[config.mk]
export PLATFORM = sky130hd
export DESIGN_NAME = ttd_lane
export DESIGN_NICKNAME = d
export VERILOG_FILES = /design/src/hw/rtl/assert_macros.svh /design/src/hw/rtl/ttd_pkg.sv /design/src/hw/rtl/ttd_lane.sv
export SDC_FILE = /design/constraint.sdc
export NUM_CORES = 2
export LEC_CHECK = 0
export BUFFER_PORTS_ARGS = -buffer_cell sky130_fd_sc_hd__buf_2
export CORE_MARGIN = 4
export CORE_UTILIZATION = 45
export DETAILED_ROUTE_END_ITERATION = 16
export PLACE_DENSITY = 0.67
export SETUP_SLACK_MARGIN = 0.1
export SLEW_MARGIN = 20
export SYNTH_ARGS = -nofsm -noshare
export SYNTH_HDL_FRONTEND = slang
export SYNTH_SLANG_ARGS = --single-unit
[constraint.sdc]
create_clock -name clk -period 26.6 [get_ports clk]
set_input_delay 1.33 -clock clk [delete_from_list [all_inputs] [get_ports clk]]
set_output_delay 1.33 -clock clk [all_outputs]
set_load 0.05 [all_outputs]
[src/hw/rtl/assert_macros.svh]
// assertion macros used by the top level rtl file
// no dependencies; include by bare file name
`ifndef ASSERT_MACROS_SVH
`define ASSERT_MACROS_SVH

// clocked check, disabled while reset is low
`define TTD_ASSERT(lbl, clk, rst_n, prop, msg) \
  lbl: assert property (@(posedge clk) disable iff (!rst_n) prop) else $error(msg);

// clocked check that also holds during reset
`define TTD_ASSERT_ALWAYS(lbl, clk, prop, msg) \
  lbl: assert property (@(posedge clk) prop) else $error(msg);

`endif

[src/hw/rtl/ttd_pkg.sv]
// shared types and constants of the touch trend detector
// used by the channel interfaces, the lanes, the merge stage and the top level
package ttd_pkg;

  localparam int CHANNELS    = 4;
  localparam int SAMPLE_W    = 16;
  localparam int IMP_W       = SAMPLE_W + 1;
  localparam int THR_W       = 5;
  localparam int BAR_W       = 16;
  localparam int MASK_W      = 4;
  localparam int CFG_IDX_W   = 4;
  localparam int CFG_DATA_W  = 16;
  localparam int HISTORY_DEF = 32;
  localparam int WINDOW_DEF  = 17;

  // register reset values
  localparam logic [THR_W-1:0] THR_RST  = THR_W'(7);
  localparam logic [BAR_W-1:0] BAR1_RST = BAR_W'(3);
  localparam logic [BAR_W-1:0] BAR2_RST = BAR_W'(3);
  localparam logic [BAR_W-1:0] DROP_RST = BAR_W'(2);

  // configuration register indexes
  typedef enum logic [CFG_IDX_W-1:0] {
    REG_INC_THR  = CFG_IDX_W'(0),
    REG_BAR_ONE  = CFG_IDX_W'(1),
    REG_BAR_TWO  = CFG_IDX_W'(2),
    REG_DROP_LIM = CFG_IDX_W'(3)
  } cfg_idx_t;

  typedef struct packed {
    logic [THR_W-1:0] inc_thr;
    logic [BAR_W-1:0] bar_one;
    logic [BAR_W-1:0] bar_two;
    logic [BAR_W-1:0] drop_lim;
  } cfg_t;

  // lane control from the top level
  typedef struct packed {
    logic shift_en;
    logic cap_en;
  } lane_ctl_t;

  // merge stage control from the top level
  typedef struct packed {
    logic adv;
    logic item_vld;
    logic armed;
  } merge_ctl_t;

endpackage

[src/hw/rtl/ttd_lane.sv]
// one channel lane: sample shift line and per-step window comparators
// depends on ttd_pkg
module ttd_lane #(
  parameter int HISTORY = ttd_pkg::HISTORY_DEF,
  parameter int WINDOW  = ttd_pkg::WINDOW_DEF
) (
  input  logic                                clk,
  input  logic                                rst_n,
  input  ttd_pkg::lane_ctl_t                  ctl,
  input  logic [ttd_pkg::SAMPLE_W-1:0]        sample,
  input  logic [ttd_pkg::BAR_W-1:0]           drop_lim,
  output logic [WINDOW-1:0]                   fall_r,
  output logic                                veto_r,
  output logic signed [ttd_pkg::IMP_W-1:0]    impulse_r
);

  logic [ttd_pkg::SAMPLE_W-1:0]      hist_r [HISTORY];
  logic [WINDOW-1:0]                 fall_nxt;
  logic [WINDOW-1:0]                 rise_vec;
  logic                              veto_nxt;
  logic signed [ttd_pkg::IMP_W-1:0]  impulse_nxt;

  // history shift line, slot 0 holds the newest sample
  always_ff @(posedge clk) begin
    if (!rst_n) begin
      for (int i = 0; i < HISTORY; i++) begin
        hist_r[i] <= '0;
      end
    end else if (ctl.shift_en) begin
      hist_r[0] <= sample;
      for (int i = 1; i < HISTORY; i++) begin
        hist_r[i] <= hist_r[i-1];
      end
    end
  end

  // one comparator pair per window step, slots wrap around the history
  for (genvar s = 0; s < WINDOW; s++) begin : g_step
    localparam int NEW_IDX = s % HISTORY;
    localparam int OLD_IDX = (s + 1) % HISTORY;
    assign fall_nxt[s] = hist_r[OLD_IDX] > hist_r[NEW_IDX];
    assign rise_vec[s] = {1'b0, hist_r[NEW_IDX]} >
                         ({1'b0, hist_r[OLD_IDX]} + {1'b0, drop_lim});
  end

  // veto on any large rise, impulse is oldest minus newest
  assign veto_nxt    = |rise_vec;
  assign impulse_nxt = signed'({1'b0, hist_r[HISTORY-1]}) - signed'({1'b0, hist_r[0]});

  // step flags, veto and impulse register
  always_ff @(posedge clk) begin
    if (ctl.cap_en) begin
      fall_r    <= fall_nxt;
      veto_r    <= veto_nxt;
      impulse_r <= impulse_nxt;
    end
  end

endmodule

==> run_results.csv <==
group,metric,value,unit
layout,drive_gt1_frac,0.0547,
routing,first_iter_violations,2734,
worst_setup_path,path_class,"in -> reg",
routing,drt_pass1_iterations,5,
routing,antenna_left,0,
clock_network,cts_tree,"built",
die,coreArea,0.0990,sq mm
clock_network,clkLatencyLatePin,0.67,ns
die,dieArea,0.105,sq mm
synth,yosysSeqAreaShare,0.364,
timing,layout_min_cycle_time,5.87,ns
run_status,status,"complete, no violations",
die,ios,71,
layout,multiInputGateArea,0.0270,sq mm
power,ir_worst_vdd,43.0,uV
timing,setup_tns,0,ns
clock_network,root_buffer,"clkbuf_16",
die,rows,115,
synth,yosysWarnings,0,
layout,synthToLayoutAreaGrowth,9.22,%
clock_network,numCtsBuffers,68,
synth,async_flop_share,0,
clock_network,cts_resized,0,
worst_setup_path,path_max_fanout,19,
global_routing,grt_usage,0.215,
power,p_leak,22.9,nW
worst_setup_path,cp_cell_sequence,"buf_2 -> buf_4 -> ha_1 -> a21oi_1 -> o21ai_0 -> o41ai_1 -> o311ai_0 -> o211ai_1 -> o211ai_1 -> a21oi_1 -> xor2_1 -> ha_1 -> nor2b_1 -> a2111oi_0 -> o211ai_1 -> a32oi_1 -> o311a_1 -> nand4b_1",
global_routing,grt_start_max_net_pins,186,
routing,dr_total_vias,34100,
routing,wire_per_inst,19.8,um
worst_setup_path,crit_buf_inv,2,
place,routabilityCongestion,0.917,
timing,hold_viol,0,
synth,ys_ff_latch,547,
layout,fillers,9032,
timing,slew_violations,0,
synth,synth_cell_types,75,
clock_network,cts_max_path_buffers,3,
die,die_w,325,um
worst_setup_path,cp_top_family,"compound AO/OA/AOI/OAI gates",
die,die_h,325,um
global_routing,grt_pass1_vias,32800,
clock_network,clock-sinks,547,
routing,vias_per_cell,5.82,
worst_setup_path,cp_slowest_cell,"buf_4",
clock_network,postCtsSetupBuffers,0,
global_routing,grt_pass1_wl,181000,um
timing,clock_skew,0.0492,ns
worst_setup_path,max_stage_delay,0.50,ns
routing,wl,116000,um
worst_setup_path,end_kind,"flip-flop",
synth,ys_top_cells_by_count,"832 x ha_1, 547 x edfxtp_1, 369 x inv_1, 316 x and3_1, 284 x a21oi_1",
worst_setup_path,crit_top_cell,"o211ai_1",
clock_network,cts.clk_slew.worst_paths,0.06,ns
timing,grt_setup_unrepaired,"no",
synth,synth_top_area_share,0.364,
routing,post-route-drc-count,0,
timing,tightest_slew,1.15,ns
hold_path,hold_path_class,"reg -> reg",
die,start_util,0.456,
worst_setup_path,cp.depth,18,
place,portBuffers,70,
synth,ys.flop_type,"edfxtp_1",
global_routing,globalRouteOverflowTotal,0,
global_routing,antenna_found_initial,5,
synth,syn_nets,5330,
clock_network,cts_hold_buf,0,
synth,yosysTopAreaCell,"edfxtp_1",
layout,regArea,0.0164,sq mm
worst_setup_path,crit_required,26.98,ns
power,power.density,57.0,mW/mm^2
timing,period_share,0.221,
synth,syn_avg_cell_area,10.2,sq um
worst_setup_path,reg2reg_depth,19,
place,place_hpwl,82700,um
place,dp.cells,5733,
timing,fin_worst_hold_slack,0.498,ns
layout,layout.cells.non_filler,5858,
clock_network,htree_num_levels,3,
synth,synth_most_common_cell,"ha_1",
layout,nNetsFinal,5402,
synth,syn_inst,4444,
run,maxCapViolCount,0,
timing,max_freq,170,MHz
synth,synth_edf_count,547,
synth,syn_area,0.0451,sq mm
timing,setup_viol,0,
synth,synthTopCellsByArea,"edfxtp_1 36%, ha_1 23%, and3_1 4.4%",
worst_setup_path,cp.arrival,6.25,ns
worst_setup_path,cp-start-kind,"primary input",
timing,maxSlewHeadroom,0.234,
hold_path,worstHoldPathCells,1,
## per-stage QoR
stage / area [sq um] / setup slack [ns] / utilization / power (mW)
detailed placement: 47000 / 20.09 / 0.474 / 1.86
CTS: 49300 / 20.74 / 0.498 / 2.83
floorplan: 45100 / 11.52 / - / 1.67
global placement: 47000 / 20.10 / 0.474 / 1.84
finish: 49300 / 20.73 / 0.498 / 2.81
global route: 49300 / 20.16 / 0.498 / 2.97
## area by class of cell
class	instances	share of cell area
Tap cell	1287	0.0327
Antenna cell	1	0.0000508
Inverter	369	0.0281
Multi-Input combinational cell	3439	0.548
Clock inverter	49	0.0120
Sequential cell	547	0.333
Clock buffer	75	0.0351
Timing Repair Buffer	91	0.0112
## cell families after synthesis
kind of cell,Yosys count,share of synthesized area
fa+ha+maj,850,0.239
flops,547,0.364
buf+inv,458,0.0381
simple gates,1372,0.168
xor+xnor,228,0.0443
compound gates,989,0.147
## final timing paths
path	slack, ns	start	endpoint
setup / recovery	20.73	drop_lim[1]	veto_r
hold reg to reg	0.50	hist_r[0][295]	hist_r[0][311]
hold / removal	0.50	hist_r[0][295]	hist_r[0][311]
setup reg to reg	21.48	hist_r[0][48]	veto_r
## flip-flops by register name (all words and copies together), names as in the netlist
register	flops
veto_r	1
fall_r	17
hist_r	512
impulse_r	17
## placed cells by master (no fill, tap or decap), types with 14 or more instances in the layout
cell	count
a211oi_1	47
nor2b_1	55
fa_1	18
clkbuf_16	68
and3_1	316
a31oi_1	17
xnor2_1	84
buf_4	18
ha_1	832
nand2b_1	47
o21a_1	89
a211o_1	28
xor2_1	144
o21bai_1	35
nand3_1	81
nand4_1	121
or3_1	26
and4_1	16
clkinv_2	14
nor4_1	17
o22ai_1	15
o21ai_0	137
clkinv_1	15
o211ai_1	49
a21o_1	126
a21boi_0	21
and2_1	237
nor2_1	220
nor3_1	66
edfxtp_1	547
o21ai_1	16
inv_1	369
a21oi_1	284
nand2_1	144
buf_2	68
## per-layer routing
layer / global-route usage / routed length (um)
met4: 0.0668 / 3740
met3: 0.0309 / 7110
met5: 0 / 13
met1: 0.300 / 53100
met2: 0.347 / 51900
## report_power, final
part / internal (mW) / switching, mW
logic: 0.316 / 0.440
clock network: 0.557 / 0.403
registers: 1.03 / 0.0670
Power figures use the tool's default switching activity.
