File: src/hw/rtl/assert_macros.svh
// assertion macros used by the top level rtl file
// no dependencies; include by bare file name
`ifndef ASSERT_MACROS_SVH
`define ASSERT_MACROS_SVH

// clocked check, disabled while reset is low
`define TTD_ASSERT(lbl, clk, rst_n, prop, msg) \
  lbl: assert property (@(posedge clk) disable iff (!rst_n) prop) else $error(msg);

// clocked check that also holds during reset
`define TTD_ASSERT_ALWAYS(lbl, clk, prop, msg) \
  lbl: assert property (@(posedge clk) prop) else $error(msg);

`endif

File: src/hw/rtl/ttd_pkg.sv
// shared types and constants of the touch trend detector
// used by the channel interfaces, the lanes, the merge stage and the top level
package ttd_pkg;

  localparam int CHANNELS    = 4;
  localparam int SAMPLE_W    = 16;
  localparam int IMP_W       = SAMPLE_W + 1;
  localparam int THR_W       = 5;
  localparam int BAR_W       = 16;
  localparam int MASK_W      = 4;
  localparam int CFG_IDX_W   = 4;
  localparam int CFG_DATA_W  = 16;
  localparam int HISTORY_DEF = 32;
  localparam int WINDOW_DEF  = 17;

  // register reset values
  localparam logic [THR_W-1:0] THR_RST  = THR_W'(7);
  localparam logic [BAR_W-1:0] BAR1_RST = BAR_W'(3);
  localparam logic [BAR_W-1:0] BAR2_RST = BAR_W'(3);
  localparam logic [BAR_W-1:0] DROP_RST = BAR_W'(2);

  // configuration register indexes
  typedef enum logic [CFG_IDX_W-1:0] {
    REG_INC_THR  = CFG_IDX_W'(0),
    REG_BAR_ONE  = CFG_IDX_W'(1),
    REG_BAR_TWO  = CFG_IDX_W'(2),
    REG_DROP_LIM = CFG_IDX_W'(3)
  } cfg_idx_t;

  typedef struct packed {
    logic [THR_W-1:0] inc_thr;
    logic [BAR_W-1:0] bar_one;
    logic [BAR_W-1:0] bar_two;
    logic [BAR_W-1:0] drop_lim;
  } cfg_t;

  // lane control from the top level
  typedef struct packed {
    logic shift_en;
    logic cap_en;
  } lane_ctl_t;

  // merge stage control from the top level
  typedef struct packed {
    logic adv;
    logic item_vld;
    logic armed;
  } merge_ctl_t;

endpackage

File: src/hw/rtl/ttd_if.sv


interface ttd_out_if;
  logic                        valid;
  logic                        ready;
  logic [ttd_pkg::MASK_W-1:0]  pass_mask;
  logic [ttd_pkg::MASK_W-1:0]  touch_event_mask;
  logic [ttd_pkg::MASK_W-1:0]  touched_marks;
  logic                        any_touched;

  modport source (output valid, pass_mask, touch_event_mask, touched_marks, any_touched,
                  input ready);
  modport sink (input valid, pass_mask, touch_event_mask, touched_marks, any_touched,
                output ready);
endinterface


File: src/hw/rtl/ttd_merge.sv
// merge stage: per-channel judgement, touch marks and result register
// depends on ttd_pkg and ttd_if
module ttd_merge #(
  parameter int WINDOW = ttd_pkg::WINDOW_DEF
) (
  input  logic                              clk,
  input  logic                              rst_n,
  input  ttd_pkg::merge_ctl_t               ctl,
  input  ttd_pkg::cfg_t                     cfg,
  input  logic [WINDOW-1:0]                 fall [ttd_pkg::CHANNELS],
  input  logic [ttd_pkg::CHANNELS-1:0]      veto,
  input  logic signed [ttd_pkg::IMP_W-1:0]  impulse [ttd_pkg::CHANNELS],
  ttd_out_if.source                         out_ch
);

  localparam int CNT_BITS = $clog2(WINDOW + 1);
  localparam int JW = ((CNT_BITS > ttd_pkg::THR_W) ? CNT_BITS : ttd_pkg::THR_W) + 2;

  logic signed [JW-1:0]            thr_s;
  logic [ttd_pkg::CHANNELS-1:0]    pass_c;
  logic [ttd_pkg::CHANNELS-1:0]    evt_c;
  logic                            out_valid_r;
  logic [ttd_pkg::MASK_W-1:0]      pass_r;
  logic [ttd_pkg::MASK_W-1:0]      evt_r;
  logic [ttd_pkg::MASK_W-1:0]      marks_r;
  logic [ttd_pkg::MASK_W-1:0]      marks_nxt;

  assign thr_s = signed'({{(JW - ttd_pkg::THR_W){1'b0}}, cfg.inc_thr});

  // judge every channel from its step flags and impulse
  always_comb begin
    logic signed [JW-1:0]               cnt;
    logic signed [JW-1:0]               gap;
    logic [ttd_pkg::BAR_W-1:0]          bar;
    logic                               sure;
    logic                               near;
    logic                               beat;
    for (int c = 0; c < ttd_pkg::CHANNELS; c++) begin
      cnt  = veto[c] ? -JW'(1) : signed'(JW'($countones(fall[c])));
      gap  = thr_s - cnt;
      sure = cnt >= thr_s;
      near = (gap == JW'(1)) || (gap == JW'(2));
      bar  = (gap == JW'(1)) ? cfg.bar_one : cfg.bar_two;
      beat = signed'({2'b00, bar}) < signed'({impulse[c][ttd_pkg::IMP_W-1], impulse[c]});
      pass_c[c] = sure || (near && beat);
    end
  end

  assign evt_c     = ctl.armed ? pass_c : '0;
  assign marks_nxt = marks_r | evt_c[ttd_pkg::MASK_W-1:0];

  // result valid and sticky marks
  always_ff @(posedge clk) begin
    if (!rst_n) begin
      out_valid_r <= 1'b0;
      marks_r     <= '0;
    end else if (ctl.adv) begin
      out_valid_r <= ctl.item_vld;
      if (ctl.item_vld) begin
        marks_r <= marks_nxt;
      end
    end
  end

  // result payload
  always_ff @(posedge clk) begin
    if (ctl.adv && ctl.item_vld) begin
      pass_r <= pass_c[ttd_pkg::MASK_W-1:0];
      evt_r  <= evt_c[ttd_pkg::MASK_W-1:0];
    end
  end

  assign out_ch.valid            = out_valid_r;
  assign out_ch.pass_mask        = pass_r;
  assign out_ch.touch_event_mask = evt_r;
  assign out_ch.touched_marks    = marks_r;
  assign out_ch.any_touched      = |marks_r;

endmodule

File: src/flat_wrapper.sv
// flat-port wrapper written by rule: the top's interface ports become plain ports
module ttd_merge_flat 
#(
  parameter int WINDOW = ttd_pkg::WINDOW_DEF
)
  (clk, rst_n, ctl, cfg, fall, veto, impulse, out_ch_valid, out_ch_pass_mask, out_ch_touch_event_mask, out_ch_touched_marks, out_ch_any_touched, out_ch_ready);
  ttd_out_if out_ch_i ();
  input  logic clk;
  input  logic rst_n;
  input  ttd_pkg::merge_ctl_t ctl;
  input  ttd_pkg::cfg_t cfg;
  input  logic [WINDOW-1:0] fall[ttd_pkg::CHANNELS];
  input  logic [ttd_pkg::CHANNELS-1:0] veto;
  input  logic signed [ttd_pkg::IMP_W-1:0] impulse[ttd_pkg::CHANNELS];
  output wire logic [$bits(out_ch_i.valid)-1:0] out_ch_valid;
  output wire logic [$bits(out_ch_i.pass_mask)-1:0] out_ch_pass_mask;
  output wire logic [$bits(out_ch_i.touch_event_mask)-1:0] out_ch_touch_event_mask;
  output wire logic [$bits(out_ch_i.touched_marks)-1:0] out_ch_touched_marks;
  output wire logic [$bits(out_ch_i.any_touched)-1:0] out_ch_any_touched;
  input wire logic [$bits(out_ch_i.ready)-1:0] out_ch_ready;
  assign out_ch_valid = out_ch_i.valid;
  assign out_ch_pass_mask = out_ch_i.pass_mask;
  assign out_ch_touch_event_mask = out_ch_i.touch_event_mask;
  assign out_ch_touched_marks = out_ch_i.touched_marks;
  assign out_ch_any_touched = out_ch_i.any_touched;
  assign out_ch_i.ready = out_ch_ready;
  ttd_merge #(.WINDOW(WINDOW)) u_core (.clk(clk), .rst_n(rst_n), .ctl(ctl), .cfg(cfg), .fall(fall), .veto(veto), .impulse(impulse), .out_ch(out_ch_i));
endmodule
File: config.mk
export PLATFORM = sky130hd
export DESIGN_NAME = ttd_merge_flat
export DESIGN_NICKNAME = d
export VERILOG_FILES = /design/src/hw/rtl/assert_macros.svh /design/src/hw/rtl/ttd_pkg.sv /design/src/hw/rtl/ttd_if.sv /design/src/hw/rtl/ttd_merge.sv /design/src/flat_wrapper.sv
export SDC_FILE = /design/constraint.sdc
export NUM_CORES = 1
export LEC_CHECK = 0
export BUFFER_PORTS_ARGS = -buffer_cell sky130_fd_sc_hd__buf_4
export CAP_MARGIN = 40
export CORE_MARGIN = 2
export CORE_UTILIZATION = 40
export DETAILED_ROUTE_END_ITERATION = 7
export HOLD_SLACK_MARGIN = 0.06
export PLACE_DENSITY = 0.74
export SETUP_SLACK_MARGIN = 0.15
export SLEW_MARGIN = 20
export SYNTH_ARGS = -nofsm -noshare
export SYNTH_HDL_FRONTEND = slang
export SYNTH_SLANG_ARGS = --single-unit
File: constraint.sdc
create_clock -name clk -period 20.4 [get_ports clk]
set_clock_uncertainty 0.15 [all_clocks]
set_input_delay 2.04 -clock clk [delete_from_list [all_inputs] [get_ports clk]]
set_output_delay 2.04 -clock clk [all_outputs]
set_load 0.01 [all_outputs]
==> run metrics, run 1 <==
status finished, final reports clean; Area contributors post-synth ha_1 27%, fa_1 17%, inv_1 11%, mux2_1 9.3%, edfxtp_1 4.0%; ys flop type edfxtp_1; vias in the first global route ~5.4k; hold path start u_core.out_ch.touched_marks[0]$_SDFFE_PN0P_; final total power 0.672 mW; via count roughly 5.3k; Worst R2R Setup Slack roughly 19 ns; Total GRT Usage 0.180; RR Startpoint u_core.out_ch.touched_marks[3]$_SDFFE_PN0P_; Min-Delay Endpoint u_core.out_ch.touched_marks[0]$_SDFFE_PN0P_; cells on worst reg2reg path 2; critical path class input pin to register; clock transition at the registers of the reported paths 0.04 ns; most frequent cell after synthesis inv_1; CTS tree yes; Post-Place Cell Area slightly below 8000 sq um; fmax around 0.10 GHz; chip height ~130 microns; RSZ-0062 raised after global routing no; placer congestion estimate roughly 0.84; pre-CTS setup slack between 10 and 15 ns; Startpoint Class input pin; Die W between 100 and 150 microns; slowest stage delay, CP roughly 0.65 ns; DR iter-0 viols about 190; sequential share of the synthesized area 0.0563; DRC errors left 0; syn_area_per_cell a little under 9 sq um; Hold WS between 0.3 and 0.4 ns; grt total ovfl 0; Min-Delay Path Depth 1; synthesized flop and latch total 13; CTS resizes 0; setup ws final roughly 11 ns; critical path's top delay family adder cells; Starting Density 0.413; post-CTS setup buffers 0; Ports approximately 210; max-slew violation count 0; cts bufs inserted 3; wire per inst ~14 microns; largest net degree at the start of global routing 16; crit path DAT between 9 and 10 ns; post-synth top area share 0.265; antenna viol nets, final 0; Power Density around 86 nW/um^2; diode count 0; Mapped Nets 1,074; # hold bufs at CTS 0; Hold Fails Final Rpt 0; port bufs around 200; relative slew slack 0.476; CTS root buffer clkbuf_16; final net count 1,268; CP Buf/Inv Count 4; Ys Warns 0; Hold Crit Class register to register; count of cell types in the netlist 66; Peak supply drop a little over 0.00004 V; final instance count without filler cells between 1k and 1.5k; worst endpoint required time just over 20 ns; total die area roughly 16,000 sq um; Area growth syn-to-layout 28.8%; Async SR Flop Fraction 0; CORE AREA 14,600 sq um; Detailed Route WL 14,600 microns; num rows 44; total of max-cap violations 0; CP max FO 15; Mapped Area about 6000 sq um; fin crit share 0.472; drt first pass iters 6; Max Root-Sink Buffers 2; Pleak between 4 and 5 nW; htree depth 1; Via density 4.92; first-pass GRT wire length ~24,000 microns; CP Capture Type register; Post-synth top cells 181 x inv_1, 128 x ha_1, 52 x fa_1, 50 x mux2_1, 23 x nor2_1; number of enable flip-flop cells after synthesis 8; Worst Max-Slew Pin Slew 0.785 ns; Syn Inst Count around 700; share of cells above drive strength 1 0.248; design area between 7000 and 8000 sq um; most used cell, CP fa_1; Tmin final about 9.6 ns; slowest CP cell and2_1; initial antenna violation count 0; placed cell count between 1k and 1.5k; end-of-flow core utilization 0.531; clock sink count 13; final setup TNS 0 ns; DP HPWL ~13,000 microns; Yosys top cell by area ha_1; Setup violations, final 0; worst skew pair latency 0.23 ns; Worst R2R End u_core.out_ch.touched_marks[3]$_SDFFE_PN0P_
worst max path at each step:
stage                  from                                          end  cells after the start
finish              fall[8]  u_core.out_ch.touch_event_mask[3]$_DFFE_PP_                     29
global route        fall[8]  u_core.out_ch.touch_event_mask[3]$_DFFE_PP_                     29
CTS                 fall[8]  u_core.out_ch.touch_event_mask[3]$_DFFE_PP_                     29
detailed placement  fall[8]  u_core.out_ch.touch_event_mask[3]$_DFFE_PP_                     29
global placement    fall[8]  u_core.out_ch.touch_event_mask[3]$_DFFE_PP_                     29
floorplan           fall[8]  u_core.out_ch.touch_event_mask[3]$_DFFE_PP_                     30
where the power goes:
part	internal (mW)	switching, mW	total (mW)	leakage [nW]
logic	0.284	0.317	0.601	4.15
clock network	0.0262	0.00946	0.0357	0.0382
registers	0.0333	0.00133	0.0346	0.111
total	0.344	0.328	0.672	4.30
flip-flops by register name, indices dropped and copies added (netlist names):
name,count
u_core.out_ch.valid,1
u_core.out_ch.pass_mask,4
u_core.out_ch.touched_marks,4
u_core.out_ch.touch_event_mask,4
logic make-up (layout without fill, tap and decap cells):
kind of cell    Yosys count  in the layout  share of synthesized area
flops                    13             13                     0.0563
buf+inv                 189            382                      0.120
compound gates          115            115                      0.132
mux                      61             61                      0.120
fa+ha+maj               180            180                      0.437
xor+xnor                 10             10                     0.0145
simple gates            127            127                      0.120
routing by layer:
metal  up-vias  track usage  part of all wire
met5         -            0                 0
met3         4       0.0110             0.049
met1      2391        0.238              0.45
met4         0       0.0162            0.0030
met2       141        0.335              0.50
li1       2738            -                 -
cell usage in the layout (no fill, tap or decap), types with 4 or more instances in the layout:
| cell | instances |
|---|---|
| a211oi_1 | 14 |
| a21o_1 | 21 |
| a21oi_1 | 20 |
| a31oi_1 | 5 |
| and2_1 | 5 |
| and3_1 | 5 |
| buf_4 | 195 |
| dfxtp_1 | 5 |
| edfxtp_1 | 8 |
| fa_1 | 52 |
| ha_1 | 128 |
| inv_1 | 181 |
| mux2_1 | 50 |
| mux2_4 | 10 |
| nand2_1 | 14 |
| nand2b_1 | 9 |
| nand3_1 | 12 |
| nand3b_1 | 4 |
| nand4_1 | 8 |
| nor2_1 | 23 |
| nor2b_1 | 19 |
| nor3_1 | 6 |
| o21a_1 | 4 |
| o21ai_0 | 13 |
| o21ai_1 | 4 |
| or2_2 | 5 |
| xnor2_1 | 7 |
area by class of cell:
type / instances / area [sq um]
sequential: 13 / 340
inverter: 183 / 687
fill: 1390 / 6870
tap: 184 / 230
timing repair buffer: 195 / 1460
multi-input combinational: 493 / 4980
clock buffer: 4 / 78.8
Power figures use the tool's default switching activity.
==> inputs of run 2 (changes only) <==
clock period = 9.7 ns   (was 20.4 ns; I/O delays follow)
==> run 2 against run 1 <==
Compared with the run above:
- critical path depth rose by 2
- first-iteration DRC count rose by 1.1%
- power rose by 110%
- clock power rose by 110%
- global-route usage rose by 0.69 points
- worst hold slack improved by 0.0046 ns
- critical path type unchanged
==> run metrics, run 2 (synthesis results as in run 1) <==
status finished, final reports clean; Setup violations, final 0 (unchanged); total die area 16,100 sq um (unchanged); setup ws final 1.21 ns (-9.56 ns); # hold bufs at CTS 0 (unchanged); total of max-cap violations 0 (unchanged); vias in the first global route 5,485 (+2.4%); DR iter-0 viols 191 (+1.1%); Tmin final approximately 8.5 ns; chip height 127 microns (unchanged); CTS resizes 0 (unchanged); post-CTS setup buffers 0 (unchanged); Startpoint Class input pin; grt total ovfl 0 (unchanged); placer congestion estimate 0.881 (+4.3%); met2 usage 0.357 (+0.0215); Max Root-Sink Buffers 2 (unchanged); clock transition at the registers of the reported paths 0.04 ns (about the same); GR Layer Usage met1 0.237 (-0.00122); worst skew pair latency 0.23 ns (about the same); CORE AREA 14,600 sq um (unchanged); final net count 1,268 (unchanged); CP Capture Type register; fmax around 0.12 GHz; Pleak 4.30 nW (unchanged); diode count 0 (unchanged); Hold WS 0.344 ns (+0.00465 ns); htree depth 1 (unchanged); Die W 127 microns (unchanged); first-pass GRT wire length 25,200 microns (+3.9%); slowest stage delay, CP 0.65 ns (about the same); Hold Crit Class register to register; Worst Max-Slew Pin Slew 0.787 ns (+0.00199 ns); commonest non-fill, non-tap cell in the layout buf_4; Worst R2R Setup Slack 8.64 ns (-10.70 ns); slowest CP cell and2_1; Area growth syn-to-layout 28.8% (unchanged); DRC errors left 0 (unchanged); share of cells above drive strength 1 0.248 (unchanged); Total GRT Usage 0.187 (+0.00693); DP HPWL 13,500 microns (+2.2%); Peak supply drop 0.0000828 V (+100%); GRT Max-Usage Layer met2; CTS tree yes; port bufs 195 (unchanged); RSZ-0062 raised after global routing no; num rows 44 (unchanged); clock sink count 13 (unchanged); wire per inst 13.9 microns (+1.9%); cts bufs inserted 3 (unchanged); crit path DAT 8.33 ns (-1.14 ns); drt first pass iters 4 (-2); critical path class input pin to register; placed cell count 1,068 (unchanged); worst endpoint required time 9.54 ns (-10.70 ns); pre-CTS setup slack 0.954 ns (-9.59 ns); initial antenna violation count 0 (unchanged); final instance count without filler cells 1,072 (unchanged); Ports 213 (unchanged); via count 5,354 (+1.5%); met3 usage 0.0122 (+0.00127); CP max FO 15 (unchanged); most frequent cells in the layout 195 x buf_4, 181 x inv_1, 128 x ha_1; largest net degree at the start of global routing 16 (unchanged); Power Density 181 nW/um^2 (+110%); max-slew violation count 0 (unchanged); Hold Fails Final Rpt 0 (unchanged); final setup TNS 0 ns (unchanged); CTS root buffer clkbuf_16; relative slew slack 0.475 (-0.00132); fin crit share 0.875; final total power 1.41 mW (+110%); Detailed Route WL 14,900 microns (+1.9%); Via density 4.99 (+1.5%); Starting Density 0.413 (unchanged); antenna viol nets, final 0 (unchanged)
==> run 2: cell counts in the layout (fill, tap and decap cells not counted) <==
No cell type changed its count.
==> run 2: final timing paths <==
path / depth (start not counted) / from / endpoint
hold / removal: 1 / u_core.out_ch.touched_marks[0]$_SDFFE_PN0P_ / u_core.out_ch.touched_marks[0]$_SDFFE_PN0P_
hold reg to reg: 1 / u_core.out_ch.touched_marks[0]$_SDFFE_PN0P_ / u_core.out_ch.touched_marks[0]$_SDFFE_PN0P_
setup reg to reg: 2 / u_core.out_ch.touched_marks[3]$_SDFFE_PN0P_ / u_core.out_ch.touched_marks[3]$_SDFFE_PN0P_
setup / recovery: 31 / fall[14] / u_core.out_ch.touch_event_mask[3]$_DFFE_PP_
==> run 2: layer usage <==
metal,up-vias,part of all wire
met2,156,0.50
met1,2448,0.44
met3,10,0.047
li1,2740,-
met4,0,0.0085
met5,-,0
==> run 2: critical path: cells and delay by family <==
| kind | cells | cell delay, ns |
|---|---|---|
| buffers and inverters | 6 | 0.38 |
| XOR/XNOR | 1 | 0.15 |
| adder cells (fa/ha/maj) | 9 | 3.33 |
| AND/OR/NAND/NOR | 6 | 1.69 |
| multiplexers | 1 | 0.40 |
| AO/OA/AOI/OAI | 8 | 1.39 |
==> run 2: cell type report <==
type | count | area, sq um
Clock buffer | 4 | 78.8
Fill cell | 1346 | 6870
Inverter | 183 | 687
Multi-Input combinational cell | 493 | 4980
Sequential cell | 13 | 340
Tap cell | 184 | 230
Timing Repair Buffer | 195 | 1460
==> run 2: per-stage QoR <==
| step | util | cell area (sq um) |
|---|---|---|
| floorplan | - | 6040 |
| global placement | 0.526 | 7700 |
| detailed placement | 0.526 | 7700 |
| CTS | 0.531 | 7780 |
| global route | 0.531 | 7780 |
| finish | 0.531 | 7780 |
==> run 2: power by group <==
group,switching [mW],total [mW],leakage [nW],internal [mW]
logic,0.663,1.26,4.15,0.595
registers,0.00275,0.0727,0.111,0.0699
clock network,0.0198,0.0750,0.0382,0.0552
total,0.685,1.41,4.30,0.720
==> inputs of run 3 (changes only) <==
BUFFER_PORTS_ARGS = -buffer_cell sky130_fd_sc_hd__clkbuf_2   (was -buffer_cell sky130_fd_sc_hd__buf_4)
==> run 3 against run 2 <==
Compared with the run above:
- sequential cell count is the same
- final cell count is the same
- critical path depth shrank 3
- global-route usage shrank 0.75 points
- register-to-register slack is essentially flat
- first-iteration DRC count grew 8.9%
- power shrank 1.0%
- non-clock buffer count is the same
- final area shrank 6.3%
- sequential share of layout area grew 0.29 points
- sequential power is essentially flat
==> run metrics, run 3 (synthesis results as in run 1) <==
cts bufs inserted 3 (unchanged); Worst Max-Slew Pin Slew 0.785 ns (-0.00222 ns); FF/Latch Area 340 sq um (unchanged); total die area 16,100 sq um (unchanged); final setup TNS 0 ns (unchanged); RSZ-0062 raised after global routing no; Starting Density 0.413 (unchanged); Ports 213 (unchanged); grt total ovfl 0 (unchanged); Worst R2R Setup Slack 8.64 ns (about the same); end-of-flow core utilization 0.498 (-0.0332); cells on worst reg2reg path 2 (unchanged); total of max-cap violations 0 (unchanged); most used cell, CP fa_1; commonest non-fill, non-tap cell in the layout clkbuf_2; Peak supply drop 0.0000820 V (-1.0%); Detailed Route WL 14,500 microns (-2.7%); Power Density 191 nW/um^2 (+5.6%); # fillers 1,415 (+5.1%); largest net degree at the start of global routing 16 (unchanged); initial antenna violation count 0 (unchanged); status finished, final reports clean; crit path DAT 8.43 ns (+0.10 ns); Via density 4.94 (-1.1%); CTS tree yes; antenna viol nets, final 0 (unchanged); Pleak 4.18 nW (-2.9%); Hold Crit Class register to register; DRT met1 WL 6620 microns (+0.87%); drt first pass iters 4 (unchanged); via count 5,293 (-1.1%); most frequent cells in the layout 195 x clkbuf_2, 181 x inv_1, 128 x ha_1; Total GRT Usage 0.179 (-0.00751); critical path class input pin to register; num rows 44 (unchanged); vias in the first global route 5,307 (-3.2%); metal2 WL 6980 microns (-6.6%); worst endpoint required time 9.65 ns (+0.11 ns); footprint of the multi-input gates 4980 sq um (unchanged); max-slew violation count 0 (unchanged); CTS root buffer clkbuf_16; port bufs 195 (unchanged); # hold bufs at CTS 0 (unchanged); Startpoint Class input pin; Tmin final 8.48 ns (-0.00465 ns); wire per inst 13.5 microns (-2.7%); length of routed met3 wiring 647 microns (-7.8%); slowest stage delay, CP 0.54 ns (-0.11 ns); worst skew pair latency 0.24 ns (about the same); clock transition at the registers of the reported paths 0.05 ns (about the same); DP HPWL 13,300 microns (-2.1%); fin crit share 0.875 (about the same); final net count 1,268 (unchanged); fmax 0.118 GHz (about the same); CTS resizes 0 (unchanged); top sig layer met4; slowest CP cell fa_1; Crit. Startpoint fall[48]; htree depth 1 (unchanged); post-CTS setup buffers 0 (unchanged); placer congestion estimate 0.855 (-3.0%); diode count 0 (unchanged); RR Startpoint u_core.out_ch.touched_marks[3]$_SDFFE_PN0P_; relative slew slack 0.477 (+0.00148); Area growth syn-to-layout 20.7%; Worst R2R End u_core.out_ch.touched_marks[3]$_SDFFE_PN0P_; Hold Fails Final Rpt 0 (unchanged); chip height 127 microns (unchanged); Critical Path End u_core.out_ch.touch_event_mask[1]$_DFFE_PP_; share of cells above drive strength 1 0.249 (+0.00113); Max Root-Sink Buffers 2 (unchanged); CP Capture Type register; DR iter-0 viols 208 (+8.9%); first-pass GRT wire length 24,100 microns (-4.3%); Die W 127 microns (unchanged); Setup violations, final 0 (unchanged); DRC errors left 0 (unchanged); CP max FO 15 (unchanged); CORE AREA 14,600 sq um (unchanged); clock sink count 13 (unchanged)
## run 3: report_power, final
| group | total, mW | switching, mW | leakage, nW | internal, mW |
|---|---|---|---|---|
| clock | 0.0780 | 0.0232 | 0.0409 | 0.0548 |
| combinational | 1.24 | 0.669 | 4.03 | 0.571 |
| sequential | 0.0729 | 0.00297 | 0.111 | 0.0699 |
| total | 1.39 | 0.695 | 4.18 | 0.696 |
## run 3: layer usage
layer | up-vias | global-route usage
met2 | 149 | 0.333
met3 | 15 | 0.0127
met1 | 2393 | 0.232
met4 | 0 | 0.0278
met5 | - | 0
li1 | 2736 | -
## run 3: worst min-delay path by stage
stage,to,cells after the start,startpoint
floorplan,u_core.out_ch.touched_marks[1]$_SDFFE_PN0P_,2,u_core.out_ch.touched_marks[1]$_SDFFE_PN0P_
global placement,u_core.out_ch.touched_marks[0]$_SDFFE_PN0P_,1,u_core.out_ch.touched_marks[0]$_SDFFE_PN0P_
detailed placement,u_core.out_ch.touched_marks[0]$_SDFFE_PN0P_,1,u_core.out_ch.touched_marks[0]$_SDFFE_PN0P_
CTS,u_core.out_ch.touched_marks[0]$_SDFFE_PN0P_,1,u_core.out_ch.touched_marks[0]$_SDFFE_PN0P_
global route,u_core.out_ch.touched_marks[0]$_SDFFE_PN0P_,1,u_core.out_ch.touched_marks[0]$_SDFFE_PN0P_
finish,u_core.out_ch.touched_marks[0]$_SDFFE_PN0P_,1,u_core.out_ch.touched_marks[0]$_SDFFE_PN0P_
## run 3: worst max-delay path, delay by kind of cell
kind	cells	cell delay, ns
fa+ha+maj	9	3.50
compound gates	10	2.30
simple gates	4	0.93
mux	1	0.50
buf+inv	4	0.23
## run 3: per-stage QoR
step	std cells	instance area, sq um	setup slack (ns)	hold WS, ns	total power [mW]
after global placement	1068	7210	1.03	0.323	1.28
after detailed placement	1068	7210	0.986	0.326	1.32
final	1072	7290	1.22	0.349	1.39
after global routing	1072	7290	0.767	0.360	1.59
after CTS	1072	7290	1.21	0.340	1.40
after floorplan	695	6040	1.71	0.344	1.04
## run 3: cell type report
class | count | share of cell area
clock inverter | 1 | 0.000686
multi-input combinational | 493 | 0.683
timing repair buffer | 195 | 0.134
sequential | 13 | 0.0467
clock buffer | 3 | 0.0103
inverter | 183 | 0.0942
tap | 184 | 0.0316
